<file path="config.mk">
export PLATFORM = sky130hd
export DESIGN_NAME = cb40_back_flat
export DESIGN_NICKNAME = d
export VERILOG_FILES = /design/src/hdl/cb40_pkg.sv /design/src/hdl/cb40_if.sv /design/src/hdl/cb40_back.sv /design/src/flat_wrapper.sv
export SDC_FILE = /design/constraint.sdc
export NUM_CORES = 1
export LEC_CHECK = 0
export ABC_AREA = 0
export ABC_CLOCK_PERIOD_IN_PS = 14140
export BUFFER_PORTS_ARGS = -buffer_cell sky130_fd_sc_hd__buf_2
export CAP_MARGIN = 5
export CELL_PAD_IN_SITES_DETAIL_PLACEMENT = 1
export CELL_PAD_IN_SITES_GLOBAL_PLACEMENT = 1
export CORE_AREA = 3 3 198 200
export DETAILED_ROUTE_END_ITERATION = 8
export DIE_AREA = 0 0 201 203
export GPL_ROUTABILITY_DRIVEN = 1
export GPL_TIMING_DRIVEN = 1
export PLACE_DENSITY = 0.78
export SYNTH_ARGS = -nofsm -noshare
export SYNTH_HDL_FRONTEND = slang
export SYNTH_SLANG_ARGS = --single-unit
</file>
<file path="constraint.sdc">
create_clock -name clock -period 14.14 [get_ports clock]
set_clock_uncertainty 0.05 [all_clocks]
set_input_delay 2.121 -clock clock [delete_from_list [all_inputs] [get_ports clock]]
set_output_delay 2.121 -clock clock [all_outputs]
set_load 0.02 [all_outputs]
</file>
<file path="src/hdl/cb40_pkg.sv">
// ----------------------------------------------------------------------------
// Callsign base-40 codec package
// Shared widths, codes, alphabet mapping, per-position constants and the
// record types that travel through the pipeline.
// ----------------------------------------------------------------------------
package cb40_pkg;

   localparam int CALLSIGN_CHARS = 9;
   localparam int CHAR_W         = 8;
   localparam int DIGIT_W        = 6;
   localparam int CODE_W         = 48;
   localparam int STATUS_W       = 2;
   localparam int POS_W          = $clog2(CALLSIGN_CHARS);
   localparam int SHIFT_W        = POS_W + 2;
   localparam int QX_W           = 24;
   localparam int RECIP_W        = 25;
   localparam int POW5_W         = 19;
   localparam int PROD_W         = QX_W + RECIP_W;
   localparam int MUL40_HI       = 5;
   localparam int MUL40_LO       = 3;

   localparam logic OP_ENCODE = 1'b0;
   localparam logic OP_DECODE = 1'b1;

   localparam logic [STATUS_W-1:0] STATUS_NORMAL = 2'd0;
   localparam logic [STATUS_W-1:0] STATUS_BCAST  = 2'd1;
   localparam logic [STATUS_W-1:0] STATUS_RANGE  = 2'd2;

   localparam logic [CODE_W-1:0] CODE_ALL_ONES = 48'hffff_ffff_ffff;
   localparam logic [CODE_W-1:0] CODE_LIMIT    = 48'hee6b_27ff_ffff;

   localparam logic [CHAR_W-1:0] CHAR_NUL   = 8'h00;
   localparam logic [CHAR_W-1:0] CHAR_SPACE = 8'h20;
   localparam logic [CHAR_W-1:0] CHAR_HASH  = 8'h23;
   localparam logic [CHAR_W-1:0] CHAR_DASH  = 8'h2d;
   localparam logic [CHAR_W-1:0] CHAR_DOT   = 8'h2e;
   localparam logic [CHAR_W-1:0] CHAR_SLASH = 8'h2f;
   localparam logic [CHAR_W-1:0] CHAR_0     = 8'h30;
   localparam logic [CHAR_W-1:0] CHAR_9     = 8'h39;
   localparam logic [CHAR_W-1:0] CHAR_A     = 8'h41;
   localparam logic [CHAR_W-1:0] CHAR_L     = 8'h4c;
   localparam logic [CHAR_W-1:0] CHAR_Z     = 8'h5a;

   localparam logic [DIGIT_W-1:0] DIGIT_SPACE  = 6'd0;
   localparam logic [DIGIT_W-1:0] DIGIT_A      = 6'd1;
   localparam logic [DIGIT_W-1:0] DIGIT_Z      = 6'd26;
   localparam logic [DIGIT_W-1:0] DIGIT_NUM0   = 6'd27;
   localparam logic [DIGIT_W-1:0] DIGIT_NUM9   = 6'd36;
   localparam logic [DIGIT_W-1:0] DIGIT_DASH   = 6'd37;
   localparam logic [DIGIT_W-1:0] DIGIT_SLASH  = 6'd38;
   localparam logic [DIGIT_W-1:0] DIGIT_DOT    = 6'd39;

   typedef struct packed {
      logic                                   valid;
      logic                                   op;
      logic [STATUS_W-1:0]                    status;
      logic [CALLSIGN_CHARS-1:0][DIGIT_W-1:0] digits;
      logic [CODE_W-1:0]                      acc;
      logic [CODE_W-1:0]                      code;
   } stage_type;

   typedef struct packed {
      logic [CALLSIGN_CHARS-1:0][CHAR_W-1:0] chars;
      logic [CODE_W-1:0]                     code;
      logic [STATUS_W-1:0]                   status;
   } result_type;

   function automatic logic [DIGIT_W-1:0] sym_index(input logic [CHAR_W-1:0] c);
      logic [DIGIT_W-1:0] idx;
      idx = DIGIT_SPACE;
      if (c >= CHAR_A && c <= CHAR_Z) begin
         idx = DIGIT_W'(c - CHAR_A) + DIGIT_A;
      end else if (c >= CHAR_0 && c <= CHAR_9) begin
         idx = DIGIT_W'(c - CHAR_0) + DIGIT_NUM0;
      end else if (c == CHAR_DASH) begin
         idx = DIGIT_DASH;
      end else if (c == CHAR_SLASH) begin
         idx = DIGIT_SLASH;
      end else if (c == CHAR_DOT) begin
         idx = DIGIT_DOT;
      end
      return idx;
   endfunction

   function automatic logic [CHAR_W-1:0] sym_char(input logic [DIGIT_W-1:0] idx);
      logic [CHAR_W-1:0] c;
      c = CHAR_SPACE;
      if (idx >= DIGIT_A && idx <= DIGIT_Z) begin
         c = CHAR_A + CHAR_W'(idx - DIGIT_A);
      end else if (idx >= DIGIT_NUM0 && idx <= DIGIT_NUM9) begin
         c = CHAR_0 + CHAR_W'(idx - DIGIT_NUM0);
      end else if (idx == DIGIT_DASH) begin
         c = CHAR_DASH;
      end else if (idx == DIGIT_SLASH) begin
         c = CHAR_SLASH;
      end else if (idx == DIGIT_DOT) begin
         c = CHAR_DOT;
      end
      return c;
   endfunction

   // 5 to the power of the digit position; 40^p is 5^p shifted left by 3p.
   function automatic logic [POW5_W-1:0] pow5(input logic [POS_W-1:0] pos);
      logic [POW5_W-1:0] v;
      case (pos)
         4'd0:    v = 19'd1;
         4'd1:    v = 19'd5;
         4'd2:    v = 19'd25;
         4'd3:    v = 19'd125;
         4'd4:    v = 19'd625;
         4'd5:    v = 19'd3125;
         4'd6:    v = 19'd15625;
         4'd7:    v = 19'd78125;
         4'd8:    v = 19'd390625;
         default: v = 19'd1;
      endcase
      return v;
   endfunction

   // floor(2^24 / 5^p); the quotient estimate is low by at most one.
   function automatic logic [RECIP_W-1:0] recip(input logic [POS_W-1:0] pos);
      logic [RECIP_W-1:0] v;
      case (pos)
         4'd0:    v = 25'd16777216;
         4'd1:    v = 25'd3355443;
         4'd2:    v = 25'd671088;
         4'd3:    v = 25'd134217;
         4'd4:    v = 25'd26843;
         4'd5:    v = 25'd5368;
         4'd6:    v = 25'd1073;
         4'd7:    v = 25'd214;
         4'd8:    v = 25'd42;
         default: v = 25'd16777216;
      endcase
      return v;
   endfunction

endpackage

</file>
<file path="src/hdl/cb40_if.sv">


interface cb40_rsp_if;
   logic        valid;
   logic        ready;
   logic [7:0]  out_char_0;
   logic [7:0]  out_char_1;
   logic [7:0]  out_char_2;
   logic [7:0]  out_char_3;
   logic [7:0]  out_char_4;
   logic [7:0]  out_char_5;
   logic [7:0]  out_char_6;
   logic [7:0]  out_char_7;
   logic [7:0]  out_char_8;
   logic [47:0] code_out;
   logic [1:0]  status;

   modport source (
      output valid, out_char_0, out_char_1, out_char_2, out_char_3, out_char_4,
             out_char_5, out_char_6, out_char_7, out_char_8, code_out, status,
      input  ready
   );
   modport sink (
      input  valid, out_char_0, out_char_1, out_char_2, out_char_3, out_char_4,
             out_char_5, out_char_6, out_char_7, out_char_8, code_out, status,
      output ready
   );
endinterface

</file>
<file path="src/hdl/cb40_back.sv">
// ----------------------------------------------------------------------------
// Callsign base-40 codec output stage
// Builds the normalized text, code and status, and holds results in an
// output register with a skid entry behind it.
// ----------------------------------------------------------------------------
module cb40_back
   import cb40_pkg::*;
(
   input  logic        clock,
   input  logic        reset,
   input  stage_type   stage_in,
   output logic        advance,
   cb40_rsp_if.source  rsp_chan
);

   logic [CALLSIGN_CHARS:0] live;
   result_type              result;
   result_type              out_ff;
   result_type              out_in;
   result_type              skid_ff;
   logic                    out_valid_ff;
   logic                    out_valid_in;
   logic                    skid_valid_ff;
   logic                    skid_valid_in;
   logic                    out_load;
   logic                    skid_load;
   logic                    pop;
   logic                    take;

   // A position carries a character only if it or a higher one is nonzero.
   always_comb begin
      live[CALLSIGN_CHARS] = 1'b0;
      for (int k = CALLSIGN_CHARS - 1; k >= 0; k--) begin
         live[k] = live[k+1] || (stage_in.digits[k] != DIGIT_SPACE);
      end

      result.chars  = '0;
      result.status = stage_in.status;
      result.code   = '0;
      case (stage_in.status)
         STATUS_BCAST: begin
            result.chars[0] = CHAR_HASH;
            result.chars[1] = CHAR_A;
            result.chars[2] = CHAR_L;
            result.chars[3] = CHAR_L;
            result.code     = CODE_ALL_ONES;
         end
         STATUS_NORMAL: begin
            for (int k = 0; k < CALLSIGN_CHARS; k++) begin
               result.chars[k] = live[k] ? sym_char(stage_in.digits[k]) : CHAR_NUL;
            end
            result.code = (stage_in.op == OP_ENCODE) ? stage_in.acc : stage_in.code;
         end
         default: begin
            result.chars = '0;
            result.code  = '0;
         end
      endcase
   end

   assign advance = !skid_valid_ff;
   assign pop     = out_valid_ff && rsp_chan.ready;
   assign take    = advance && stage_in.valid;

   always_comb begin
      out_valid_in  = out_valid_ff;
      skid_valid_in = skid_valid_ff;
      out_load      = 1'b0;
      skid_load     = 1'b0;
      out_in        = result;
      if (!out_valid_ff || pop) begin
         if (skid_valid_ff) begin
            out_in        = skid_ff;
            out_load      = 1'b1;
            out_valid_in  = 1'b1;
            skid_valid_in = 1'b0;
         end else begin
            out_load     = take;
            out_valid_in = take;
         end
      end else if (take) begin
         skid_load     = 1'b1;
         skid_valid_in = 1'b1;
      end
   end

   always_ff @(posedge clock) begin
      if (reset) begin
         out_valid_ff  <= 1'b0;
         skid_valid_ff <= 1'b0;
      end else begin
         out_valid_ff  <= out_valid_in;
         skid_valid_ff <= skid_valid_in;
      end
   end

   always_ff @(posedge clock) begin
      if (out_load) begin
         out_ff <= out_in;
      end
      if (skid_load) begin
         skid_ff <= result;
      end
   end

   assign rsp_chan.valid      = out_valid_ff;
   assign rsp_chan.out_char_0 = out_ff.chars[0];
   assign rsp_chan.out_char_1 = out_ff.chars[1];
   assign rsp_chan.out_char_2 = out_ff.chars[2];
   assign rsp_chan.out_char_3 = out_ff.chars[3];
   assign rsp_chan.out_char_4 = out_ff.chars[4];
   assign rsp_chan.out_char_5 = out_ff.chars[5];
   assign rsp_chan.out_char_6 = out_ff.chars[6];
   assign rsp_chan.out_char_7 = out_ff.chars[7];
   assign rsp_chan.out_char_8 = out_ff.chars[8];
   assign rsp_chan.code_out   = out_ff.code;
   assign rsp_chan.status     = out_ff.status;

endmodule

</file>
<file path="src/flat_wrapper.sv">
// flat-port wrapper written by rule: the top's interface ports become plain ports
module cb40_back_flat import cb40_pkg::*;
  (clock, reset, stage_in, advance, rsp_chan_valid, rsp_chan_out_char_0, rsp_chan_out_char_1, rsp_chan_out_char_2, rsp_chan_out_char_3, rsp_chan_out_char_4, rsp_chan_out_char_5, rsp_chan_out_char_6, rsp_chan_out_char_7, rsp_chan_out_char_8, rsp_chan_code_out, rsp_chan_status, rsp_chan_ready);
  cb40_rsp_if rsp_chan_i ();
  input  logic clock;
  input  logic reset;
  input  stage_type stage_in;
  output logic advance;
  output wire logic [$bits(rsp_chan_i.valid)-1:0] rsp_chan_valid;
  output wire logic [$bits(rsp_chan_i.out_char_0)-1:0] rsp_chan_out_char_0;
  output wire logic [$bits(rsp_chan_i.out_char_1)-1:0] rsp_chan_out_char_1;
  output wire logic [$bits(rsp_chan_i.out_char_2)-1:0] rsp_chan_out_char_2;
  output wire logic [$bits(rsp_chan_i.out_char_3)-1:0] rsp_chan_out_char_3;
  output wire logic [$bits(rsp_chan_i.out_char_4)-1:0] rsp_chan_out_char_4;
  output wire logic [$bits(rsp_chan_i.out_char_5)-1:0] rsp_chan_out_char_5;
  output wire logic [$bits(rsp_chan_i.out_char_6)-1:0] rsp_chan_out_char_6;
  output wire logic [$bits(rsp_chan_i.out_char_7)-1:0] rsp_chan_out_char_7;
  output wire logic [$bits(rsp_chan_i.out_char_8)-1:0] rsp_chan_out_char_8;
  output wire logic [$bits(rsp_chan_i.code_out)-1:0] rsp_chan_code_out;
  output wire logic [$bits(rsp_chan_i.status)-1:0] rsp_chan_status;
  input wire logic [$bits(rsp_chan_i.ready)-1:0] rsp_chan_ready;
  assign rsp_chan_valid = rsp_chan_i.valid;
  assign rsp_chan_out_char_0 = rsp_chan_i.out_char_0;
  assign rsp_chan_out_char_1 = rsp_chan_i.out_char_1;
  assign rsp_chan_out_char_2 = rsp_chan_i.out_char_2;
  assign rsp_chan_out_char_3 = rsp_chan_i.out_char_3;
  assign rsp_chan_out_char_4 = rsp_chan_i.out_char_4;
  assign rsp_chan_out_char_5 = rsp_chan_i.out_char_5;
  assign rsp_chan_out_char_6 = rsp_chan_i.out_char_6;
  assign rsp_chan_out_char_7 = rsp_chan_i.out_char_7;
  assign rsp_chan_out_char_8 = rsp_chan_i.out_char_8;
  assign rsp_chan_code_out = rsp_chan_i.code_out;
  assign rsp_chan_status = rsp_chan_i.status;
  assign rsp_chan_i.ready = rsp_chan_ready;
  cb40_back u_core (.clock(clock), .reset(reset), .stage_in(stage_in), .advance(advance), .rsp_chan(rsp_chan_i));
endmodule
</file>
==> out/qor.yml, run 1 <==
antenna_found_initial: 2
status: "finished clean"
regMostFlops: "u_core.skid_ff"
chipWidth_um: 201
largest_register_ffs: 122
grt_overflow: 0
start_util_pct: 39.8
yosys.area.top_type: "edfxtp_1"
detail-route-antenna-nets: 0
grt_use_total_pct: 21.4
synth.area.top_cells: "edfxtp_1, nand2_1, ha_1"
rr_worst_depth: 3
grt_pass1_wl_um: 72200
hold_start: "u_core.skid_ff[30]"
synth_edf_count: 244
crit_chain: "buf_2 -> inv_1 -> ha_1 -> nor2b_1 -> nand4_1 -> o31ai_1 -> a31oi_1 -> and3_1 -> mux2_2"
synth-seq-cells: 246
wl_per_cell_um: 20.0
htree_levels: 1
required_ns: 14.38
cts_tree: "yes"
min_period_ns: 4.66
powerDensity_nw_per_um2: 110
final_layout_size_suffix_gt1_share_pct: 22.5
post-dp-hpwl_um: 31900
r2r_slack_ns: 11.14
path_class: "in2reg"
layout_commonest_cell: "buf_2"
cts_made_buffers: 29
drt_wl_total_um: 45400
root_buffer: "clkbuf_16"
insertion_delay_ns: 0.55
path_clk_slew_ns: 0.06
netlist.area_leader.share_pct: 48.9
dieArea_um2: 40800
nNetsFinal: 1948
setup_viol: 0
vias_per_cell: 5.57
post_cts_buffers: 0
cts_buffer_depth: 3
drtIter0Drc: 751
finalMaxSlewViolations: 0
critPathMaxStageDelay_ns: 0.88
worstPathMaxFanout: 10
grt_max_degree: 97
slowest_stage: "o31ai_1"
ios: 281
tns_ns: 0
vdd.ir_drop.worst_mv: 0.0774
syn_inst: 1515
portBuffers: 280
cts_resized: 0
holdBufCountCts: 0
leakage_nw: 6.89
yosys_warnings: 0
crit_path_end_kind: "flip-flop"
dr.pass1.iters: 5
worstHoldPathCells: 2
async_flop_share_pct: 0
hold_viol_final: 0
synth_area_per_cell_um2: 9.88
hold-path-endpoint: "u_core.rsp_chan.code_out[28]"
clock_sinks: 246
rsz0062_at_grt: "no"
maxSlewHeadroom_pct: 19.7
post-route-period-util_pct: 32.9
drc: 0
core-area_um2: 37600
r2r-start: "u_core.rsp_chan.valid"
startpoint_type: "input port"
fmax_mhz: 215
ys.flop_type: "edfxtp_1"
stdcell_count: 2268
worstPathArrival_ns: 4.90
gp_congestion: 0.880
regToRegEndpoint: "u_core.rsp_chan.out_char_7[1]"
hold_class: "reg2reg"
syn_area_um2: 15000
rows: 71
maxCapViolations: 0
yosys.cell_types.count: 78
yosysSeqAreaShare_pct: 49.2
dp_cells: 2218
syn_to_final_growth_pct: 17.8
layout_common_cells: "buf_2, edfxtp_1, nand2_1"
insertedDiodeCount: 0
die_y_um: 203
vias: 12642
tightest_slew_ns: 1.20
grt_pass1_vias: 12918
worst max path at each step:
stage,depth (start not counted),from,endpoint,slack [ns]
6_report,9,stage_in[144],u_core.rsp_chan.out_char_3[1],9.48
5_1_grt,9,stage_in[144],u_core.rsp_chan.out_char_3[1],9.21
4_1_cts,9,stage_in[144],u_core.rsp_chan.out_char_3[1],9.48
3_5_place_dp,9,stage_in[144],u_core.rsp_chan.out_char_3[1],8.93
3_3_place_gp,9,stage_in[114],u_core.rsp_chan.out_char_3[1],9.01
2_1_floorplan,3,rsp_chan_ready,u_core.skid_ff[0],1.92
cell type report:
type	count	area, µm²
fillers	4368	19900
well taps	511	639
inverters	31	116
repair buffers	288	1460
multi-input cells	1142	7120
clock buffers	32	737
flip-flops and latches	246	7370
clock inverters	18	198
cells by family after synthesis:
logic type | count (synthesis) | synth area share [%]
compound gates | 351 | 16.3
xor+xnor | 41 | 2.40
fa+ha+maj | 53 | 4.43
buf+inv | 135 | 3.58
flops | 246 | 49.2
mux | 43 | 3.17
other cells | 1 | 0.0250
simple gates | 645 | 20.9
Yosys cell counts, drive strengths merged (8+ instances only):
| cell type | instances |
|---|---|
| edfxtp | 244 |
| nand2 | 244 |
| nor2 | 136 |
| nor2b | 77 |
| clkbuf | 75 |
| a211oi | 67 |
| a21oi | 62 |
| o21ai | 59 |
| ha | 53 |
| nor3 | 45 |
| mux2 | 35 |
| inv | 31 |
| buf | 29 |
| o31ai | 29 |
| xnor2 | 26 |
| a31oi | 18 |
| nor4 | 17 |
| and2 | 16 |
| nand2b | 16 |
| xor2 | 15 |
| and3 | 14 |
| a21o | 13 |
| nand3 | 13 |
| a221oi | 12 |
| nand3b | 12 |
| or3 | 10 |
| o211ai | 9 |
| mux2i | 8 |
| nand4 | 8 |
| or2 | 8 |
layer usage:
layer  up-vias  wire length [µm]  global-route usage, %
met5         -                16                      0
met4         4               968                   5.09
met3        71              2350                   3.72
met2       345             22300                   37.7
met1      6196             19800                   27.7
li1       6026                 -                      -
through the flow:
stage	worst slack, ns	util, %	power [mW]	cell area, µm²	hold WS, ns
after floorplan	1.92	-	1.10	15000	0.434
after global placement	9.01	44.5	1.20	16700	0.440
after detailed placement	8.93	44.5	1.21	16700	0.453
after CTS	9.48	46.9	1.96	17600	0.464
after global routing	9.21	46.9	2.03	17600	0.480
final	9.48	46.9	1.95	17600	0.461
report_power, final:
part           total [mW]  switching [mW]  internal (mW)
clock               0.750           0.304          0.446
sequential          0.862          0.0120          0.850
combinational       0.333           0.219          0.114
worst max-delay path, delay by kind of cell:
kind / cells / cell delay (ns)
compound gates: 2 / 0.95
simple gates: 3 / 0.92
buf+inv: 2 / 0.33
fa+ha+maj: 1 / 0.30
mux: 1 / 0.26
Power figures use the tool's default switching activity.
==> run 2, diff against run 1 <==
--- a/config.mk
+++ b/config.mk
@@ -5,18 +5,18 @@
 export SDC_FILE = /design/constraint.sdc
 export NUM_CORES = 1
 export LEC_CHECK = 0
-export ABC_AREA = 0
-export ABC_CLOCK_PERIOD_IN_PS = 14140
+export ABC_AREA = 1
+export ABC_CLOCK_PERIOD_IN_PS = 3800
 export BUFFER_PORTS_ARGS = -buffer_cell sky130_fd_sc_hd__buf_2
 export CAP_MARGIN = 5
 export CELL_PAD_IN_SITES_DETAIL_PLACEMENT = 1
 export CELL_PAD_IN_SITES_GLOBAL_PLACEMENT = 1
-export CORE_AREA = 3 3 198 200
+export CORE_AREA = 3 3 205 207
 export DETAILED_ROUTE_END_ITERATION = 8
-export DIE_AREA = 0 0 201 203
+export DIE_AREA = 0 0 208 210
 export GPL_ROUTABILITY_DRIVEN = 1
 export GPL_TIMING_DRIVEN = 1
-export PLACE_DENSITY = 0.78
+export PLACE_DENSITY = 0.8
 export SYNTH_ARGS = -nofsm -noshare
 export SYNTH_HDL_FRONTEND = slang
 export SYNTH_SLANG_ARGS = --single-unit
==> constraint.sdc (replaced) <==
create_clock -name clock -period 3.8 [get_ports clock]
set_clock_uncertainty 0.05 [all_clocks]
set_input_delay 0.57 -clock clock [delete_from_list [all_inputs] [get_ports clock]]
set_output_delay 0.57 -clock clock [all_outputs]
set_load 0.02 [all_outputs]
==> out/qor.yml, run 2 <==
syn_to_final_growth_pct: 18.7  # was 17.8%
path_depth: 8  # was 9
holdBufCountCts: 0  # unchanged
largest_register_ffs: 122  # unchanged
synth_most_common_cell: "nand2_1"
synth-seq-cells: 246  # unchanged
cts_buffer_depth: 3  # unchanged
nFillCells: 4917  # was 4368
async_flop_share_pct: 0  # unchanged
regToRegEndpoint: "u_core.rsp_chan.out_char_8[5]"  # was u_core.rsp_chan.out_char_7[1]
min_period_ns: 2.26
endpoint: "u_core.rsp_chan.out_char_8[5]"  # was u_core.rsp_chan.out_char_3[1]
critPathMaxStageDelay_ns: 0.54  # was 0.88 ns
insertion_delay_ns: 0.54  # was 0.55 ns
root_buffer: "clkbuf_16"  # unchanged
core-area_um2: 40600  # was 37600 µm²
grt_pass1_vias: 13764  # was 12918
crit_buf_inv: 4  # was 2
synth.top_cells.by_count: "nand2_1, nor2_1, edfxtp_1"  # was edfxtp_1, nand2_1, nor2_1
dieArea_um2: 43700  # was 40800 µm²
grt_max_degree: 78  # was 97
crit_chain: "inv_1 -> nor2_1 -> buf_4 -> nor2_4 -> inv_4 -> buf_4 -> nor2_1 -> a21oi_1"  # was buf_2 -> inv_1 -> ha_1 -> nor2b_1 -> nand4_1 -> o31ai_1 -> a31oi_1 -> and3_1 -> mux2_2
nNetsFinal: 2295  # was 1948
worstPathArrival_ns: 2.55  # was 4.90 ns
maxSlewHeadroom_pct: 43.1  # was 19.7%
synth_edf_count: 244  # unchanged
synth_area_per_cell_um2: 8.46  # was 9.88 µm²
cts_resized: 0  # unchanged
detail-route-antenna-nets: 0  # unchanged
netlist.area_leader.share_pct: 47.8  # was 48.9%
die_y_um: 210  # was 203 µm
grt_overflow: 0  # unchanged
clock_sinks: 246  # unchanged
grt_use_total_pct: 19.8  # was 21.4%
cts_made_buffers: 27  # was 29
path_clk_slew_ns: 0.06  # about the same
finalMaxSlewViolations: 0  # unchanged
whs_ns: 0.181  # was 0.461 ns
antenna_found_initial: 5  # was 2
ys.flop_type: "edfxtp_1"  # unchanged
slowest_stage: "inv_4"  # was o31ai_1
sw_frac_of_total_pct: 28.4  # was 27.5%
leakage_nw: 8.21  # was 6.89 nW
setup_viol: 0  # unchanged
syn_area_um2: 15300  # was 15000 µm²
startpoint_type: "flip-flop"  # was input port
cts_tree: "yes"  # unchanged
vias: 13333  # was 12642
yosys_warnings: 0  # unchanged
rr_worst_depth: 8  # was 3
dr.pass1.iters: 5  # unchanged
post_cts_buffers: 0  # unchanged
intPower_mw: 5.03  # was 1.41 mW
rsz0062_at_grt: "no"  # unchanged
path_class: "reg2reg"  # was in2reg
portBuffers: 280  # unchanged
yosys.cell_types.count: 54  # was 78
final_layout_size_suffix_gt1_share_pct: 22.1  # was 22.5%
hold_class: "in2reg"  # was reg2reg
cp-startpoint: "u_core.rsp_chan.valid"  # was stage_in[144]
drc: 0  # unchanged
hold_viol_final: 0  # unchanged
drtIter0Drc: 775  # was 751
htree_levels: 1  # unchanged
regMostFlops: "u_core.skid_ff"  # unchanged
yosysSeqAreaShare_pct: 48.1  # was 49.2%
vias_per_cell: 5.05  # was 5.57
status: "finished clean"  # unchanged
wl_per_cell_um: 17.1  # was 20.0 µm
multi_input_area_um2: 6870  # was 7120 µm²
synth.area.top_cells: "edfxtp_1, nand2_1, nor2_1"  # was edfxtp_1, nand2_1, ha_1
drt_wl_total_um: 45200  # was 45400 µm
p_comb_share_pct: 18.5  # was 17.1%
gp_congestion: 0.855  # was 0.880
yosys.area.top_type: "edfxtp_1"  # unchanged
powerDensity_nw_per_um2: 386  # was 110 nW/µm²
maxCapViolations: 0  # unchanged
required_ns: 4.09  # was 14.38 ns
fmax_mhz: 442
ios: 281  # unchanged
rows: 74  # was 71
worstPathMaxFanout: 77  # was 10
tightest_slew_ns: 0.852  # was 1.20 ns
ff_latch_area_um2: 7370  # unchanged
r2r_slack_ns: 1.54  # was 11.14 ns
layout_commonest_cell: "nand2_1"  # was buf_2
switchingPower_mw: 1.99  # was 0.536 mW
p_clk_share_pct: 35.4  # was 38.6%
tns_ns: 0  # unchanged
vdd.ir_drop.worst_mv: 0.376  # was 0.0774 mV
start_util_pct: 37.8  # was 39.8%
post-route-period-util_pct: 59.6
post-dp-hpwl_um: 34100  # was 31900 µm
critPathTopFamily: "buffers and inverters"  # was compound AO/OA/AOI/OAI gates
chipWidth_um: 208  # was 201 µm
crit_path_end_kind: "flip-flop"  # unchanged
grt_pass1_wl_um: 71600  # was 72200 µm
r2r-start: "u_core.rsp_chan.valid"  # unchanged
layout_common_cells: "nand2_1, buf_2, nor2_1"  # was buf_2, edfxtp_1, nand2_1
syn_inst: 1811  # was 1515
pwr-share-seq_pct: 46.1  # was 44.3%
-- run 2: cell type report --
class	count	share of cell area, %
flip-flops and latches	246	40.5
multi-input cells	1280	37.8
repair buffers	293	8.52
inverters	237	4.95
clock buffers	32	3.82
well taps	532	3.66
clock inverters	16	0.750
diodes	3	0.0413
-- run 2: cell families (layout without fill, tap and decap cells) --
family	after synthesis	after routing	synth area share [%]
compound gates	264	264	10.4
xor+xnor	65	65	4.01
fa+ha+maj	53	53	4.33
buf+inv	293	578	7.45
flops	246	246	48.1
other cells	1	12	0.0245
simple gates	889	889	25.7
-- run 2: worst min-delay path by stage --
stage,startpoint,end,depth (start not counted)
after floorplan,u_core.skid_ff[102],u_core.rsp_chan.out_char_6[4],2
after global placement,u_core.skid_ff[41],u_core.rsp_chan.code_out[39],2
after detailed placement,u_core.skid_ff[47],u_core.rsp_chan.code_out[45],2
after CTS,reset,u_core.rsp_chan.valid,2
after global routing,reset,u_core.rsp_chan.valid,2
final,reset,u_core.rsp_chan.valid,2
-- run 2: through the flow --
stage          utilization [%]  setup WS, ns  cell area [µm²]  cells  total power, mW
2_1_floorplan                -         0.664            15400   1819             4.11
3_3_place_gp              42.8          1.14            17300   2588             4.54
3_5_place_dp              42.8          1.03            17300   2588             4.59
4_1_cts                   44.8          1.47            18200   2636             7.09
5_1_grt                   44.8          1.32            18200   2637             7.37
6_report                  44.8          1.54            18200   2639             7.02
-- run 2: worst register-to-register path: stages (launching register included) --
cell and delay, ns:
dfxtp_1 0.33, inv_1 0.04, nor2_1 0.10, buf_4 0.22, nor2_4 0.09, inv_4 0.54, buf_4 0.41, nor2_1 0.07
a21oi_1 0.21
-- run 2: power by group through the flow --
stage	clock network (mW)	registers [mW]	logic [mW]
after global routing	2.68	3.24	1.45
after floorplan	0	3.42	0.693
final	2.49	3.23	1.30
after CTS	2.55	3.23	1.31
after global placement	0	3.28	1.26
after detailed placement	0	3.29	1.31
-- run 2: metal layers --
layer / vias up / global-route usage (%) / wire, µm
met2: 288 / 36.4 / 23000
met5: - / 0 / 42
met1: 6423 / 24.3 / 18800
li1: 6535 / - / -
met4: 6 / 6.00 / 1290
met3: 81 / 2.74 / 2060
==> run 3, diff against run 2 <==
--- a/config.mk
+++ b/config.mk
@@ -6,14 +6,14 @@
 export NUM_CORES = 1
 export LEC_CHECK = 0
 export ABC_AREA = 1
-export ABC_CLOCK_PERIOD_IN_PS = 3800
+export ABC_CLOCK_PERIOD_IN_PS = 2350
 export BUFFER_PORTS_ARGS = -buffer_cell sky130_fd_sc_hd__buf_2
 export CAP_MARGIN = 5
 export CELL_PAD_IN_SITES_DETAIL_PLACEMENT = 1
 export CELL_PAD_IN_SITES_GLOBAL_PLACEMENT = 1
-export CORE_AREA = 3 3 205 207
+export CORE_AREA = 3 3 200 202
 export DETAILED_ROUTE_END_ITERATION = 8
-export DIE_AREA = 0 0 208 210
+export DIE_AREA = 0 0 203 205
 export GPL_ROUTABILITY_DRIVEN = 1
 export GPL_TIMING_DRIVEN = 1
 export PLACE_DENSITY = 0.8
==> constraint.sdc (replaced) <==
create_clock -name clock -period 2.35 [get_ports clock]
set_clock_uncertainty 0.05 [all_clocks]
set_input_delay 0.3525 -clock clock [delete_from_list [all_inputs] [get_ports clock]]
set_output_delay 0.3525 -clock clock [all_outputs]
set_load 0.02 [all_outputs]
==> out/qor.yml, run 3 (synthesis gave the netlist of run 2 again) <==
whs_ns: 0.100  # was 0.181 ns
r2r-start: "u_core.rsp_chan.valid"  # unchanged
portBuffers: 280  # unchanged
tightest_slew_ns: 0.620  # was 0.852 ns
cpMostUsedCell: "nor2_4"
drt_wl_total_um: 44900  # was 45200 µm
htree_levels: 1  # unchanged
p_comb_share_pct: 18.6  # was 18.5%
hold_start: "stage_in[151]"  # was reset
p_clk_share_pct: 36.1  # was 35.4%
startpoint_type: "flip-flop"  # unchanged
chipWidth_um: 203  # was 208 µm
finalMaxSlewViolations: 0  # unchanged
ios: 281  # unchanged
post-route-period-util_pct: 84.5  # was 59.6%
vdd.ir_drop.worst_mv: 0.448  # was 0.376 mV
gp_congestion: 0.910  # was 0.855
final_layout_size_suffix_gt1_share_pct: 23.2  # was 22.1%
crit_chain: "inv_2 -> nor2_4 -> nor2_4 -> inv_4 -> buf_4 -> nor2_1 -> a21oi_1"  # was inv_1 -> nor2_1 -> buf_4 -> nor2_4 -> inv_4 -> buf_4 -> nor2_1 -> a21oi_1
fin_ws_ns: 0.364  # was 1.54 ns
layout_common_cells: "nand2_1, buf_2, nor2_1"  # unchanged
rsz0062_at_grt: "no"  # unchanged
dr.pass1.iters: 4  # was 5
maxCapViolations: 0  # unchanged
post_cts_buffers: 0  # unchanged
path_clk_slew_ns: 0.06  # about the same
status: "finished clean"  # unchanged
core-area_um2: 38500  # was 40600 µm²
hold-path-endpoint: "u_core.skid_ff[1]"  # was u_core.rsp_chan.valid
largest_register_ffs: 122  # unchanged
syn_to_final_growth_pct: 20.2  # was 18.7%
worstHoldPathCells: 1  # was 2
cts_tree: "yes"  # unchanged
r2r_slack_ns: 0.36  # was 1.54 ns
min_period_ns: 1.99  # was 2.26 ns
start_util_pct: 39.8  # was 37.8%
grt_overflow: 0  # unchanged
hold_viol_final: 0  # unchanged
drc: 0  # unchanged
nNetsFinal: 2317  # was 2295
pwr-share-seq_pct: 45.3  # was 46.1%
vias_per_cell: 5.02  # was 5.05
worstPathMaxFanout: 57  # was 77
maxSlewHeadroom_pct: 58.7  # was 43.1%
hold_class: "in2reg"  # unchanged
dieArea_um2: 41600  # was 43700 µm²
powerDensity_nw_per_um2: 625  # was 386 nW/µm²
slowest_stage: "inv_4"  # unchanged
switchingPower_mw: 3.26  # was 1.99 mW
path_class: "reg2reg"  # unchanged
utilization_pct: 47.9  # was 44.8%
cts_buffer_depth: 3  # unchanged
detail-route-antenna-nets: 0  # unchanged
insertion_delay_ns: 0.54  # about the same
wl_per_cell_um: 17.0  # was 17.1 µm
rr_worst_depth: 7  # was 8
antenna_found_initial: 6  # was 5
required_ns: 2.67  # was 4.09 ns
die_y_um: 205  # was 210 µm
regToRegEndpoint: "u_core.rsp_chan.out_char_3[4]"  # was u_core.rsp_chan.out_char_8[5]
cts_made_buffers: 27  # unchanged
post-dp-hpwl_um: 34000  # was 34100 µm
layout_commonest_cell: "nand2_1"  # unchanged
sw_frac_of_total_pct: 28.3  # was 28.4%
fmax_mhz: 504  # was 442 MHz
crit_path_end_kind: "flip-flop"  # unchanged
root_buffer: "clkbuf_16"  # unchanged
setup_viol: 0  # unchanged
regMostFlops: "u_core.skid_ff"  # unchanged
critPathMaxStageDelay_ns: 0.44  # was 0.54 ns
clock_sinks: 246  # unchanged
worstPathArrival_ns: 2.31  # was 2.55 ns
leakage_nw: 8.35  # was 8.21 nW
vias: 13303  # was 13333
grt_max_degree: 79  # was 78
grt_pass1_vias: 13856  # was 13764
pre_cts_ws_ns: -0.0985  # was 1.03 ns
drtIter0Drc: 601  # was 775
grt_pass1_wl_um: 70600  # was 71600 µm
intPower_mw: 8.26  # was 5.03 mW
grt_use_total_pct: 20.7  # was 19.8%
rows: 72  # was 74
## run 3: changes by cell type in the layout (fill, tap and decap cells not counted), moves of 2 or more
cell	previous run	this run
inv_2	30	32
clkinv_2	4	7
buf_12	4	8
inv_1	204	202
buf_4	9	26
## run 3: routing by layer
metal	share of wire, %	up-vias	global-route usage (%)
li1	-	6563	-
met1	42	6397	25.3
met2	51	263	38.5
met3	4.5	72	2.65
met4	2.4	8	5.74
met5	0.12	-	0
## run 3: timing repair
action	in CTS	in global routing
endpoints found under the setup margin	0	0
endpoints found under the hold margin	2	0
gates resized for setup	0	0
hold buffers	1	0
## run 3: through the flow
stage / std cells / area [µm²] / total power [mW] / setup TNS [ns]
2_1_floorplan: 1819 / 15400 / 6.65 / -131.18
4_1_cts: 2646 / 18400 / 11.6 / 0
5_1_grt: 2647 / 18400 / 12.1 / 0
3_5_place_dp: 2595 / 17500 / 7.46 / -0.377
3_3_place_gp: 2595 / 17500 / 7.38 / 0
6_report: 2648 / 18400 / 11.5 / 0
## run 3: how the worst max path moves through the flow
stage,depth (start not counted),endpoint,startpoint,slack [ns]
floorplan,4,u_core.rsp_chan.code_out[0],u_core.rsp_chan.valid,-0.54
global placement,12,u_core.rsp_chan.out_char_0[0],stage_in[133],0.02
detailed placement,12,u_core.rsp_chan.out_char_0[5],stage_in[133],-0.1
CTS,7,u_core.rsp_chan.out_char_3[4],u_core.rsp_chan.valid,0.34
global route,7,u_core.rsp_chan.out_char_3[4],u_core.rsp_chan.valid,0.19
finish,7,u_core.rsp_chan.out_char_3[4],u_core.rsp_chan.valid,0.36
## run 3: area by class of cell
type                            count  area [µm²]
Antenna cell                        2        5.00
Clock buffer                       31         691
Clock inverter                     19         168
Fill cell                        4669       20000
Inverter                          237         900
Multi-Input combinational cell   1280        6870
Sequential cell                   246        7370
Tap cell                          518         648
Timing Repair Buffer              315        1770
## run 3: worst max-delay path, delay by kind of cell, from the launching register on
kind	cells	cell delay (ns)
AOI/OAI and AO/OA	1	0.17
buffers and inverters	3	0.78
DFF	1	0.34
and+or+nand+nor	3	0.44
## run 3: power by group through the flow
stage               clock (mW)  sequential [mW]  combinational (mW)
floorplan                    0             5.52                1.12
global placement             0             5.30                2.08
detailed placement           0             5.31                2.15
CTS                       4.26             5.22                2.16
global route              4.44             5.23                2.39
finish                    4.15             5.22                2.15
